===== src/design/i2cs_pkg.sv =====
// ----------------------------------------------------------------------------
// I2C slave byte sequencer - package
// Request and result types, buffer sizes, event, phase, action and status codes.
// ----------------------------------------------------------------------------
package i2cs_pkg;

  // Buffer sizes and derived widths
  localparam int TX_DEPTH = 16;
  localparam int RX_DEPTH = 16;
  localparam int TX_PTR_W = (TX_DEPTH > 1) ? $clog2(TX_DEPTH) : 1;
  localparam int RX_PTR_W = (RX_DEPTH > 1) ? $clog2(RX_DEPTH) : 1;
  localparam int TX_CNT_W = $clog2(TX_DEPTH + 1);
  localparam int RX_CNT_W = $clog2(RX_DEPTH + 1);

  // Own address after reset
  localparam logic [6:0] SLAVE_ADDR_RESET = 7'h18;

  // Event codes
  localparam logic [2:0] FN_START = 3'd0;
  localparam logic [2:0] FN_STOP  = 3'd1;
  localparam logic [2:0] FN_SHIFT = 3'd2;
  localparam logic [2:0] FN_PUSH  = 3'd3;
  localparam logic [2:0] FN_POP   = 3'd4;

  // Bus actions
  localparam logic [2:0] ACT_NONE      = 3'd0;
  localparam logic [2:0] ACT_ACK       = 3'd1;
  localparam logic [2:0] ACT_SHIFT_OUT = 3'd2;
  localparam logic [2:0] ACT_READ_ACK  = 3'd3;
  localparam logic [2:0] ACT_READ_BYTE = 3'd4;
  localparam logic [2:0] ACT_RELEASE   = 3'd5;
  localparam logic [2:0] ACT_HOLD      = 3'd6;

  // Status codes
  localparam logic [1:0] ST_OK         = 2'd0;
  localparam logic [1:0] ST_TX_FULL    = 2'd1;
  localparam logic [1:0] ST_RX_EMPTY   = 2'd2;
  localparam logic [1:0] ST_RX_OVERRUN = 2'd3;

  // Sequencer phases
  localparam logic [2:0] PH_IDLE          = 3'd0;
  localparam logic [2:0] PH_CHECK_ADDRESS = 3'd1;
  localparam logic [2:0] PH_SEND          = 3'd2;
  localparam logic [2:0] PH_REQ_REPLY     = 3'd3;
  localparam logic [2:0] PH_CHECK_REPLY   = 3'd4;
  localparam logic [2:0] PH_REQ_DATA      = 3'd5;
  localparam logic [2:0] PH_GET_DATA      = 3'd6;

  typedef struct packed {
    logic [2:0] func;
    logic [7:0] bus_byte;
    logic [7:0] host_byte;
  } req_t;

  typedef struct packed {
    logic [2:0] bus_action;
    logic [7:0] shift_out_byte;
    logic [7:0] popped_byte;
    logic [1:0] status;
    logic       rx_has_data;
  } rsp_t;

endpackage


===== src/design/i2c_slave_byte_fsm_with_fifos.sv =====
// ----------------------------------------------------------------------------
// I2C slave byte sequencer with transmit and receive ring buffers
// Byte-level slave control, host push/pop, one result per request.
// ----------------------------------------------------------------------------
// Takes one request per cycle unless out_ready stalls the results; each
// accepted request returns one result via the read stage and the output
// register. This rate holds as each request makes at most one access to each
// ring buffer, and each buffer is a synchronous memory with one write and one
// read port. Buffer contents need no clearing after reset; the fill counts
// keep unwritten entries from ever being read. The own address is written
// through cfg_wr_en/cfg_wr_data; the user must do so only while no request is in flight (not enforced).
module i2c_slave_byte_fsm_with_fifos (
  input  logic          clk,
  input  logic          rst_n,
  input  logic          in_valid,
  output logic          in_ready,
  input  i2cs_pkg::req_t in_data,
  output logic          out_valid,
  input  logic          out_ready,
  output i2cs_pkg::rsp_t out_data,
  input  logic          cfg_wr_en,
  input  logic [6:0]    cfg_wr_data
);
  import i2cs_pkg::*;

  // Control state
  logic [6:0]          slave_addr_r;
  logic [2:0]          phase_r, phase_nxt;
  logic [TX_PTR_W-1:0] tx_wr_ptr_r, tx_rd_ptr_r;
  logic [RX_PTR_W-1:0] rx_wr_ptr_r, rx_rd_ptr_r;
  logic [TX_CNT_W-1:0] tx_cnt_r, tx_cnt_nxt;
  logic [RX_CNT_W-1:0] rx_cnt_r, rx_cnt_nxt;

  // Ring buffer memories
  logic [7:0] tx_mem [TX_DEPTH];
  logic [7:0] rx_mem [RX_DEPTH];
  logic [7:0] tx_rdata_r, rx_rdata_r;

  // Read stage
  logic       s1_valid_r;
  logic [2:0] s1_act_r;
  logic [1:0] s1_status_r;
  logic       s1_has_r;
  logic       s1_sent_r;
  logic       s1_popped_r;

  // Output register
  logic out_valid_r;
  rsp_t out_data_r;

  // Decode of the request in hand
  logic       accept;
  logic       s1_move;
  logic [2:0] act;
  logic [1:0] status;
  logic       tx_push, tx_pop, rx_push, rx_pop;
  logic       try_send;
  logic       tx_full, tx_empty, rx_full, rx_empty;

  assign s1_move  = s1_valid_r && (!out_valid_r || out_ready);
  assign in_ready = !s1_valid_r || s1_move;
  assign accept   = in_valid && in_ready;

  assign tx_full  = (tx_cnt_r == TX_CNT_W'(TX_DEPTH));
  assign tx_empty = (tx_cnt_r == '0);
  assign rx_full  = (rx_cnt_r == RX_CNT_W'(RX_DEPTH));
  assign rx_empty = (rx_cnt_r == '0);

  // Sequencer step
  always_comb begin
    phase_nxt = phase_r;
    act       = ACT_NONE;
    status    = ST_OK;
    tx_push   = 1'b0;
    tx_pop    = 1'b0;
    rx_push   = 1'b0;
    rx_pop    = 1'b0;
    try_send  = 1'b0;
    case (in_data.func)
      FN_START: begin
        phase_nxt = PH_CHECK_ADDRESS;
      end
      FN_STOP: begin
        phase_nxt = PH_IDLE;
        act       = ACT_RELEASE;
      end
      FN_SHIFT: begin
        case (phase_r)
          PH_CHECK_ADDRESS: begin
            if (in_data.bus_byte == 8'd0 || in_data.bus_byte[7:1] == slave_addr_r) begin
              phase_nxt = in_data.bus_byte[0] ? PH_SEND : PH_REQ_DATA;
              act       = ACT_ACK;
            end else begin
              phase_nxt = PH_IDLE;
              act       = ACT_RELEASE;
            end
          end
          PH_CHECK_REPLY: begin
            if (in_data.bus_byte != 8'd0) begin
              phase_nxt = PH_IDLE;
              act       = ACT_RELEASE;
            end else begin
              try_send = 1'b1;
            end
          end
          PH_SEND: begin
            try_send = 1'b1;
          end
          PH_REQ_REPLY: begin
            phase_nxt = PH_CHECK_REPLY;
            act       = ACT_READ_ACK;
          end
          PH_REQ_DATA: begin
            phase_nxt = PH_GET_DATA;
            act       = ACT_READ_BYTE;
          end
          PH_GET_DATA: begin
            if (!rx_full) begin
              rx_push = 1'b1;
            end else begin
              status = ST_RX_OVERRUN;
            end
            phase_nxt = PH_REQ_DATA;
            act       = ACT_ACK;
          end
          default: begin
            phase_nxt = PH_IDLE;
          end
        endcase
        // Send the oldest queued byte, or hold the clock when none is queued
        if (try_send) begin
          if (!tx_empty) begin
            tx_pop    = 1'b1;
            phase_nxt = PH_REQ_REPLY;
            act       = ACT_SHIFT_OUT;
          end else begin
            phase_nxt = PH_SEND;
            act       = ACT_HOLD;
          end
        end
      end
      FN_PUSH: begin
        if (!tx_full) begin
          tx_push = 1'b1;
        end else begin
          status = ST_TX_FULL;
        end
      end
      FN_POP: begin
        if (!rx_empty) begin
          rx_pop = 1'b1;
        end else begin
          status = ST_RX_EMPTY;
        end
      end
      default: begin
        phase_nxt = phase_r;
      end
    endcase
  end

  // Fill counts after the step
  always_comb begin
    tx_cnt_nxt = tx_cnt_r;
    rx_cnt_nxt = rx_cnt_r;
    if (tx_push) tx_cnt_nxt = tx_cnt_r + 1'b1;
    if (tx_pop)  tx_cnt_nxt = tx_cnt_r - 1'b1;
    if (rx_push) rx_cnt_nxt = rx_cnt_r + 1'b1;
    if (rx_pop)  rx_cnt_nxt = rx_cnt_r - 1'b1;
  end

  // Control registers: advance on each accepted request; own address on cfg_wr_en
  always_ff @(posedge clk) begin
    if (!rst_n) begin
      slave_addr_r <= SLAVE_ADDR_RESET;
      phase_r      <= PH_IDLE;
      tx_wr_ptr_r  <= '0;
      tx_rd_ptr_r  <= '0;
      rx_wr_ptr_r  <= '0;
      rx_rd_ptr_r  <= '0;
      tx_cnt_r     <= '0;
      rx_cnt_r     <= '0;
    end else begin
      if (cfg_wr_en) slave_addr_r <= cfg_wr_data;
      if (accept) begin
        phase_r  <= phase_nxt;
        tx_cnt_r <= tx_cnt_nxt;
        rx_cnt_r <= rx_cnt_nxt;
        if (tx_push) begin
          tx_wr_ptr_r <= (tx_wr_ptr_r == TX_PTR_W'(TX_DEPTH - 1)) ? '0 : tx_wr_ptr_r + 1'b1;
        end
        if (tx_pop) begin
          tx_rd_ptr_r <= (tx_rd_ptr_r == TX_PTR_W'(TX_DEPTH - 1)) ? '0 : tx_rd_ptr_r + 1'b1;
        end
        if (rx_push) begin
          rx_wr_ptr_r <= (rx_wr_ptr_r == RX_PTR_W'(RX_DEPTH - 1)) ? '0 : rx_wr_ptr_r + 1'b1;
        end
        if (rx_pop) begin
          rx_rd_ptr_r <= (rx_rd_ptr_r == RX_PTR_W'(RX_DEPTH - 1)) ? '0 : rx_rd_ptr_r + 1'b1;
        end
      end
    end
  end

  // Transmit buffer: write on push, registered read at the head; the read
  // data holds while the read stage is stalled
  always_ff @(posedge clk) begin
    if (accept && tx_push) tx_mem[tx_wr_ptr_r] <= in_data.host_byte;
    if (accept) tx_rdata_r <= tx_mem[tx_rd_ptr_r];
  end

  // Receive buffer: write on stored byte, registered read at the head
  always_ff @(posedge clk) begin
    if (accept && rx_push) rx_mem[rx_wr_ptr_r] <= in_data.bus_byte;
    if (accept) rx_rdata_r <= rx_mem[rx_rd_ptr_r];
  end

  // Read stage: hold the decoded result while the buffer read completes
  always_ff @(posedge clk) begin
    if (!rst_n) begin
      s1_valid_r <= 1'b0;
    end else if (accept) begin
      s1_valid_r <= 1'b1;
    end else if (s1_move) begin
      s1_valid_r <= 1'b0;
    end
  end

  always_ff @(posedge clk) begin
    if (accept) begin
      s1_act_r    <= act;
      s1_status_r <= status;
      s1_has_r    <= (rx_cnt_nxt != '0);
      s1_sent_r   <= tx_pop;
      s1_popped_r <= rx_pop;
    end
  end

  // Output register: load from the read stage, drop when taken
  always_ff @(posedge clk) begin
    if (!rst_n) begin
      out_valid_r <= 1'b0;
    end else if (s1_move) begin
      out_valid_r <= 1'b1;
    end else if (out_ready) begin
      out_valid_r <= 1'b0;
    end
  end

  always_ff @(posedge clk) begin
    if (s1_move) begin
      out_data_r.bus_action     <= s1_act_r;
      out_data_r.shift_out_byte <= s1_sent_r ? tx_rdata_r : 8'd0;
      out_data_r.popped_byte    <= s1_popped_r ? rx_rdata_r : 8'd0;
      out_data_r.status         <= s1_status_r;
      out_data_r.rx_has_data    <= s1_has_r;
    end
  end

  assign out_valid = out_valid_r;
  assign out_data  = out_data_r;

endmodule


===== config.mk =====
export PLATFORM = sky130hd
export DESIGN_NAME = i2c_slave_byte_fsm_with_fifos
export DESIGN_NICKNAME = d
export VERILOG_FILES = /design/src/design/i2cs_pkg.sv /design/src/design/i2c_slave_byte_fsm_with_fifos.sv
export SDC_FILE = /design/constraint.sdc
export NUM_CORES = 1
export LEC_CHECK = 0
export BUFFER_PORTS_ARGS = -buffer_cell sky130_fd_sc_hd__clkbuf_2
export CAP_MARGIN = 25
export CORE_UTILIZATION = 55
export CTS_BUF_LIST = sky130_fd_sc_hd__clkbuf_4
export DETAILED_ROUTE_END_ITERATION = 12
export PLACE_DENSITY = 0.72
export SLEW_MARGIN = 20
export SYNTH_ARGS = -nofsm -noshare
export SYNTH_HDL_FRONTEND = slang
export SYNTH_SLANG_ARGS = --single-unit

===== constraint.sdc =====
create_clock -name clk -period 2.8 [get_ports clk]
set_input_delay 0.14 -clock clk [delete_from_list [all_inputs] [get_ports clk]]
set_output_delay 0.14 -clock clk [all_outputs]
set_load 0.02 [all_outputs]

==> metrics.txt, run 1 <==
status finished, final reports clean; ranking of synthesized cells by area sky130_fd_sc_hd__edfxtp_1 65%, sky130_fd_sc_hd__mux4_2 13%, sky130_fd_sc_hd__dfxtp_1 5.5%, sky130_fd_sc_hd__ha_1 1.4%, sky130_fd_sc_hd__nor2_1 1.4%; post-synthesis sequential element count 340; Crit Path Category flop to flop; via count of the first global-routing pass 8,357; share of async-settable or async-resettable flops after synthesis 0; YS warnings 0; number of standard cells after synthesis about 800; clock slew at reported path FFs 0.07 ns; DRT Pass-1 Iters 5; post-synthesis area per instance 17.74 um^2; Synth top area share 0.6530; data required time at the worst endpoint around 3.4 ns; final critical-path required period 2.622 ns; origin of the critical flop-to-flop path phase_r[1]; GR Overflow Total 0; Critical path origin phase_r[1]; Port-buffer cells 54; GR Util All Layers 0.2299; total via count after detailed routing between 7,000 and 8,000; Yosys top cell by area sky130_fd_sc_hd__edfxtp_1; worst vdd rail ir drop roughly 400 uV; critical path fanouts, max 10; type of origin of the critical path flop; Antenna Violating Nets Remaining 0; floorplan die height 160.9 um; wire length of the first global-routing pass 44,850 um; accumulated negative setup slack 0 ns; count of H-tree levels built during CTS 3; final net count 1,022; TritonCTS clock tree yes; Critical Path AT ~3.2 ns; Netlist cell types 65; Initial Util 0.5661; RSZ-0062 raised after global routing false; number of cell rows 57; most frequent cells in the layout 302 x sky130_fd_sc_hd__edfxtp_1, 122 x sky130_fd_sc_hd__clkbuf_4, 80 x sky130_fd_sc_hd__mux4_2; startpoint of the lowest-slack hold path out_ready; count of maximum capacitance violations 0; most common cell after layout, fill and taps aside sky130_fd_sc_hd__edfxtp_1; clock skew after layout 0.05862 ns; Least-Margin Pin Slew 0.6953 ns; CTS root buf sky130_fd_sc_hd__clkbuf_4; number of synthesized flops with an enable pin 302; Finish-stage setup viols 0; Final Hold Violating Endpoints 0; number of pins exceeding their max-slew limit in the final report 0; capturing element type of the critical path flop; TritonCTS buffer count 84; leakage power figure 5.519 nW; core area between 20,000 and 25,000 um^2; proportion of layout cells with a drive suffix above 1 0.3282; maximum clock path buffer count 3; post-detailed-route via-to-cell ratio 5.831; io pins 55; growth of design area from synthesis to finish 17.37%; floorplan die width 160.9 um; worst relative slew slack 0.5337; initial antenna violation count 1; post-detailed-placement half-perimeter wirelength between 15,000 and 20,000 um; maximum number of pins on one net before global-route repair 37; final wirelength between 20,000 and 30,000 um; drt wl/cell 21.17 um; placer congestion estimate 0.9138; area of the mapped netlist 13,890 um^2; most instantiated flip-flop cell in the synthesis netlist sky130_fd_sc_hd__edfxtp_1; hold crit path type input pin to flop; share of the yosys chip area belonging to registers 0.7077; detailed-route DRC error count 0; clock latency of the later-clocked register in the worst-skew pair 0.71 ns; total die area between 20,000 and 30,000 um^2; maximum achievable frequency 381.4 MHz; starting DRC count in detailed routing 787; number of sinks on the clock net 340; end-of-flow core utilization 0.6644; number of setup buffers added after CTS 0; power density over the cells 613.6 nW/um^2; ratio of final minimum period to clock period 0.9364; synthesized netlist net count 829
## cells in the mapped netlist, drive strengths merged (2+ instances only)
cell,count
edfxtp,302
mux4,80
nor2,50
nand2,40
dfxtp,38
a21oi,30
and2,21
buf,21
clkbuf,19
inv,17
nand3,17
ha,15
nor3,14
o21ai,11
mux2i,10
xnor2,9
nand2b,8
xor2,8
nand4,6
and2b,5
a21boi,4
nor4,4
o22ai,4
o31ai,4
or3,4
a211oi,3
a31oi,3
o2111ai,3
a21o,2
a221oi,2
nand3b,2
o211ai,2
o31a,2
or4,2
## registers in the layout (all words and copies together), names as in the netlist
register / count
s1_has_r: 1
out_valid: 1
tx_wr_ptr_r: 4
tx_rdata_r: 8
rx_cnt_r: 5
tx_mem: 128
rx_rd_ptr_r: 4
s1_valid_r: 1
s1_popped_r: 1
tx_cnt_r: 5
rx_rdata_r: 8
s1_act_r: 3
tx_rd_ptr_r: 4
rx_mem: 128
s1_status_r: 2
out_data: 22
rx_wr_ptr_r: 4
slave_addr_r: 7
s1_sent_r: 1
phase_r: 3
## layout make-up
| class | count | area, um^2 |
|---|---|---|
| multi-input cells | 386 | 3800 |
| well taps | 324 | 405.4 |
| diodes | 1 | 2.502 |
| clock buffers | 122 | 915.9 |
| fillers | 1663 | 8233 |
| clock inverters | 27 | 180.2 |
| repair buffers | 147 | 1101 |
| inverters | 17 | 63.81 |
| flip-flops and latches | 340 | 9832 |
## worst max-delay path: stages (launching register included)
cell                        delay, ns
sky130_fd_sc_hd__dfxtp_1         0.58
sky130_fd_sc_hd__and4bb_1        0.46
sky130_fd_sc_hd__nand2_1         0.17
sky130_fd_sc_hd__a21oi_1         0.24
sky130_fd_sc_hd__xor2_1          0.11
sky130_fd_sc_hd__ha_1            0.25
sky130_fd_sc_hd__or3_1           0.32
sky130_fd_sc_hd__a21oi_1         0.14
sky130_fd_sc_hd__a2bb2oi_1       0.09
sky130_fd_sc_hd__mux2i_1         0.14
## power breakdown
part           switching, W  total [W]  internal [W]
combinational      0.000188   0.000306      0.000118
clock               0.00192    0.00412       0.00220
sequential        0.0000209    0.00557       0.00555
total               0.00213     0.0100       0.00787
## stage by stage
stage          cells  total power, W  setup WS, ns  instance area, um^2  hold WS (ns)
6_report        1364         0.01000        0.1781                16300        0.3777
5_1_grt         1364         0.01037       0.01112                16300        0.3582
4_1_cts         1362         0.01009        0.1089                16280        0.2998
3_5_place_dp    1173        0.005937        0.1193                14780        0.3580
3_3_place_gp    1173        0.005920        0.2816                14780        0.3680
2_1_floorplan    783        0.005789        0.2168                13890        0.2389
## kinds of logic (layout without fill, tap and decap cells)
logic type      count (synthesis)  count (layout)  share of synthesized area
flops                         340             340                     0.7077
fa+ha+maj                      15              15                    0.01351
simple gates                  183             183                    0.07180
mux                            90              90                     0.1369
xor+xnor                       17              17                    0.01072
other cells                     0               1                          0
buf+inv                        57             313                    0.01910
compound gates                 81              81                    0.04018
## path summary, 6_finish.rpt
check / slack, ns / end / cells after the start
worst max-delay path: 0.18 / tx_cnt_r[4] / 9
worst min-delay path: 0.38 / out_valid / 5
worst min register to register: 0.42 / out_data[2] / 0
worst max register to register: 0.18 / tx_cnt_r[4] / 9
## per-layer routing
layer,up-vias,global-route usage,wire [um]
met4,0,0.08105,603
met3,59,0.05243,1872
met5,-,0,0
li1,3563,-,-
met1,4018,0.3015,11890
met2,313,0.3801,14500
## timing repair
action,in CTS,in global routing
hold buffers,40,0
endpoints found under the hold margin,287,0
endpoints found under the setup margin,0,15
resized for setup,0,1
(Power assumes the default switching activity.)
==> inputs of run 2 (changes only) <==
--- a/config.mk
+++ b/config.mk
@@ -5,12 +5,13 @@
 export SDC_FILE = /design/constraint.sdc
 export NUM_CORES = 1
 export LEC_CHECK = 0
+export ABC_CLOCK_PERIOD_IN_PS = 2800
 export BUFFER_PORTS_ARGS = -buffer_cell sky130_fd_sc_hd__clkbuf_2
 export CAP_MARGIN = 25
-export CORE_UTILIZATION = 55
+export CORE_UTILIZATION = 40
 export CTS_BUF_LIST = sky130_fd_sc_hd__clkbuf_4
 export DETAILED_ROUTE_END_ITERATION = 12
-export PLACE_DENSITY = 0.72
+export PLACE_DENSITY = 0.59
 export SLEW_MARGIN = 20
 export SYNTH_ARGS = -nofsm -noshare
 export SYNTH_HDL_FRONTEND = slang
==> run 2 against run 1 <==
Non-clock buffer count is the same. Global-route usage shrank 6.4 points. Worst hold slack lost 0.098 ns. Die area grew 37%. Setup slack gained 0.12 ns. Clock skew shrank 0.00069 ns. Critical endpoint unchanged. Highest routed layer unchanged.
==> metrics.txt, run 2 (synthesized netlist as in run 1, its figures left out) <==
GR Util All Layers 0.1660 (-0.06394); Least-Margin Pin Slew 0.7261 ns (+0.03080 ns); Antenna Violating Nets Remaining 0 (unchanged); number of setup buffers added after CTS 0 (unchanged); number of gates resized after cts 0 (unchanged); post-detailed-placement half-perimeter wirelength 18,370 um (-2.1%); initial antenna violation count 2 (+1); total die area 35,470 um^2 (+37%); growth of design area from synthesis to finish 18.61%; maximum achievable frequency 399.8 MHz (+4.8%); number of pins exceeding their max-slew limit in the final report 0 (unchanged); Final Hold Violating Endpoints 0 (unchanged); final net count 1,024 (+0.20%); type of origin of the critical path flop; CTS root buf sky130_fd_sc_hd__clkbuf_4; Port-buffer cells 54 (unchanged); RSZ-0062 raised after global routing false; DRT Pass-1 Iters 4 (-1); part of the power in the clock network 0.419 (+0.007); floorplan die width 188.3 um (+17%); placer congestion estimate 0.8446 (-7.6%); clock skew after layout 0.05793 ns (-0.0006855 ns); detailed-route DRC error count 0 (unchanged); count of H-tree levels built during CTS 3 (unchanged); clock slew at reported path FFs 0.07 ns (about the same); Top cell by count, worst path sky130_fd_sc_hd__a21oi_1; total via count after detailed routing 7,666 (-3.6%); TritonCTS buffer count 86 (+2.4%); maximum clock path buffer count 3 (unchanged); number of cell rows 67 (+18%); core area 33,870 um^2 (+38%); drt wl/cell 19.17 um (-9.4%); proportion of layout cells with a drive suffix above 1 0.3285 (+0.0003301); ratio of final minimum period to clock period 0.8934 (-0.04298); GR Overflow Total 0 (unchanged); starting DRC count in detailed routing 376 (-52%); number of fill cells in the layout 2,895 (+74%); wire length of the first global-routing pass 44,240 um (-1.4%); Finish-stage setup viols 0 (unchanged); slowest CP cell sky130_fd_sc_hd__nor4_2; floorplan die height 188.3 um (+17%); dominant delay contributor by cell family on the critical path simple AND/OR/NAND/NOR gates; data required time at the worst endpoint 3.41 ns (+0.03 ns); final wirelength 28,600 um (-0.95%); Crit Path Category flop to flop; switching power 0.002145 W (+0.78%); critical path, cell by cell nor4_2, and2b_1, a21oi_1, xor2_1, ha_1, or3_1, a21oi_1, a2bb2oi_1, mux2i_1; io pins 55 (unchanged); maximum number of pins on one net before global-route repair 37 (unchanged); proportion of power drawn by flip-flops and latches 0.551 (-0.006); status finished, final reports clean; most common cell after layout, fill and taps aside sky130_fd_sc_hd__edfxtp_1; TritonCTS clock tree yes; number of sinks on the clock net 340 (unchanged); accumulated negative setup slack 0 ns (unchanged); hold crit path type input pin to flop; capturing element type of the critical path flop; worst vdd rail ir drop 340.0 uV (-15%); cell-internal power 0.007968 W (+1.2%); Initial Util 0.4101 (-0.1560); count of maximum capacitance violations 0 (unchanged); clock latency of the later-clocked register in the worst-skew pair 0.75 ns (+0.04 ns); critical path fanouts, max 7 (-3); final critical-path required period 2.502 ns (-0.1203 ns); Critical Path AT 3.11 ns (-0.09 ns); leakage power figure 5.534 nW (+0.28%); sw frac 0.2121 (-0.0006860); sum of buffers and inverters on the critical path 0 (unchanged); power density over the cells 613.9 nW/um^2 (about the same); PnR Total Power 0.01011 W (+1.1%); post-detailed-route via-to-cell ratio 5.138 (-12%); most frequent cells in the layout 302 x sky130_fd_sc_hd__edfxtp_1, 123 x sky130_fd_sc_hd__clkbuf_4, 80 x sky130_fd_sc_hd__mux4_2; worst relative slew slack 0.5153 (-0.01848); via count of the first global-routing pass 7,983 (-4.5%); maximum single-stage delay on the critical path 0.46 ns (-0.12 ns); part of the total power dissipated in combinational logic 0.030 (about the same)
[run 2: changes by cell type in the layout (fill, tap and decap cells not counted), sizes merged]
cell and change:
bufinv +1, diode +2, clkinv -1, clkbuf +1, inv +1
[run 2: worst min-delay path, delay by kind of cell]
kind            cells  cell delay [ns]
simple gates        1             0.07
compound gates      1             0.07
buf+inv             3             0.71
[run 2: timing repair]
| item | 4_1_cts | 5_1_grt |
|---|---|---|
| setup endpoints to repair | 0 | 0 |
| hold buffers | 40 | 0 |
| endpoints found under the hold margin | 295 | 0 |
[run 2: cell type report]
class | instances | area (um^2) | area share
Antenna cell | 3 | 7.507 | 0.0004557
Timing Repair Buffer | 147 | 1094 | 0.06638
Tap cell | 448 | 560.5 | 0.03403
Multi-Input combinational cell | 386 | 3797 | 0.2305
Inverter | 17 | 63.81 | 0.003874
Clock inverter | 28 | 195.2 | 0.01185
Clock buffer | 123 | 923.4 | 0.05605
Sequential cell | 340 | 9832 | 0.5968
[run 2: per-stage QoR]
stage | cell area [um^2] | hold slack (ns) | util | setup WS [ns] | cells
2_1_floorplan | 13890 | 0.2389 | - | 0.2168 | 783
4_1_cts | 16470 | 0.1920 | 0.4862 | 0.3125 | 1489
3_5_place_dp | 14950 | 0.3655 | 0.4413 | 0.3691 | 1298
6_report | 16470 | 0.2801 | 0.4864 | 0.2985 | 1492
5_1_grt | 16470 | 0.2556 | 0.4863 | 0.03074 | 1491
3_3_place_gp | 14950 | 0.3587 | 0.4413 | 0.4028 | 1298
[run 2: power by group through the flow]
| stage | clock network, W | registers (W) | logic [W] |
|---|---|---|---|
| floorplan | 0 | 0.00570 | 0.0000920 |
| global placement | 0 | 0.00568 | 0.000252 |
| detailed placement | 0 | 0.00568 | 0.000256 |
| CTS | 0.00438 | 0.00557 | 0.000304 |
| global route | 0.00463 | 0.00557 | 0.000329 |
| finish | 0.00424 | 0.00557 | 0.000302 |
[run 2: per-layer routing]
metal | vias to the layer above | routed length [um] | global-route usage
li1 | 3553 | - | -
met1 | 3846 | 12690 | 0.2159
met2 | 220 | 13560 | 0.2593
met3 | 47 | 1837 | 0.05401
met4 | 0 | 514 | 0.06328
met5 | - | 0 | 0
[run 2: final timing paths]
path	from	to	slack, ns	cells after the start
max	tx_cnt_r[0]	tx_cnt_r[4]	0.30	9
min	out_ready	out_valid	0.28	5
max reg2reg	tx_cnt_r[0]	tx_cnt_r[4]	0.30	9
min reg2reg	s1_act_r[2]	out_data[21]	0.39	0
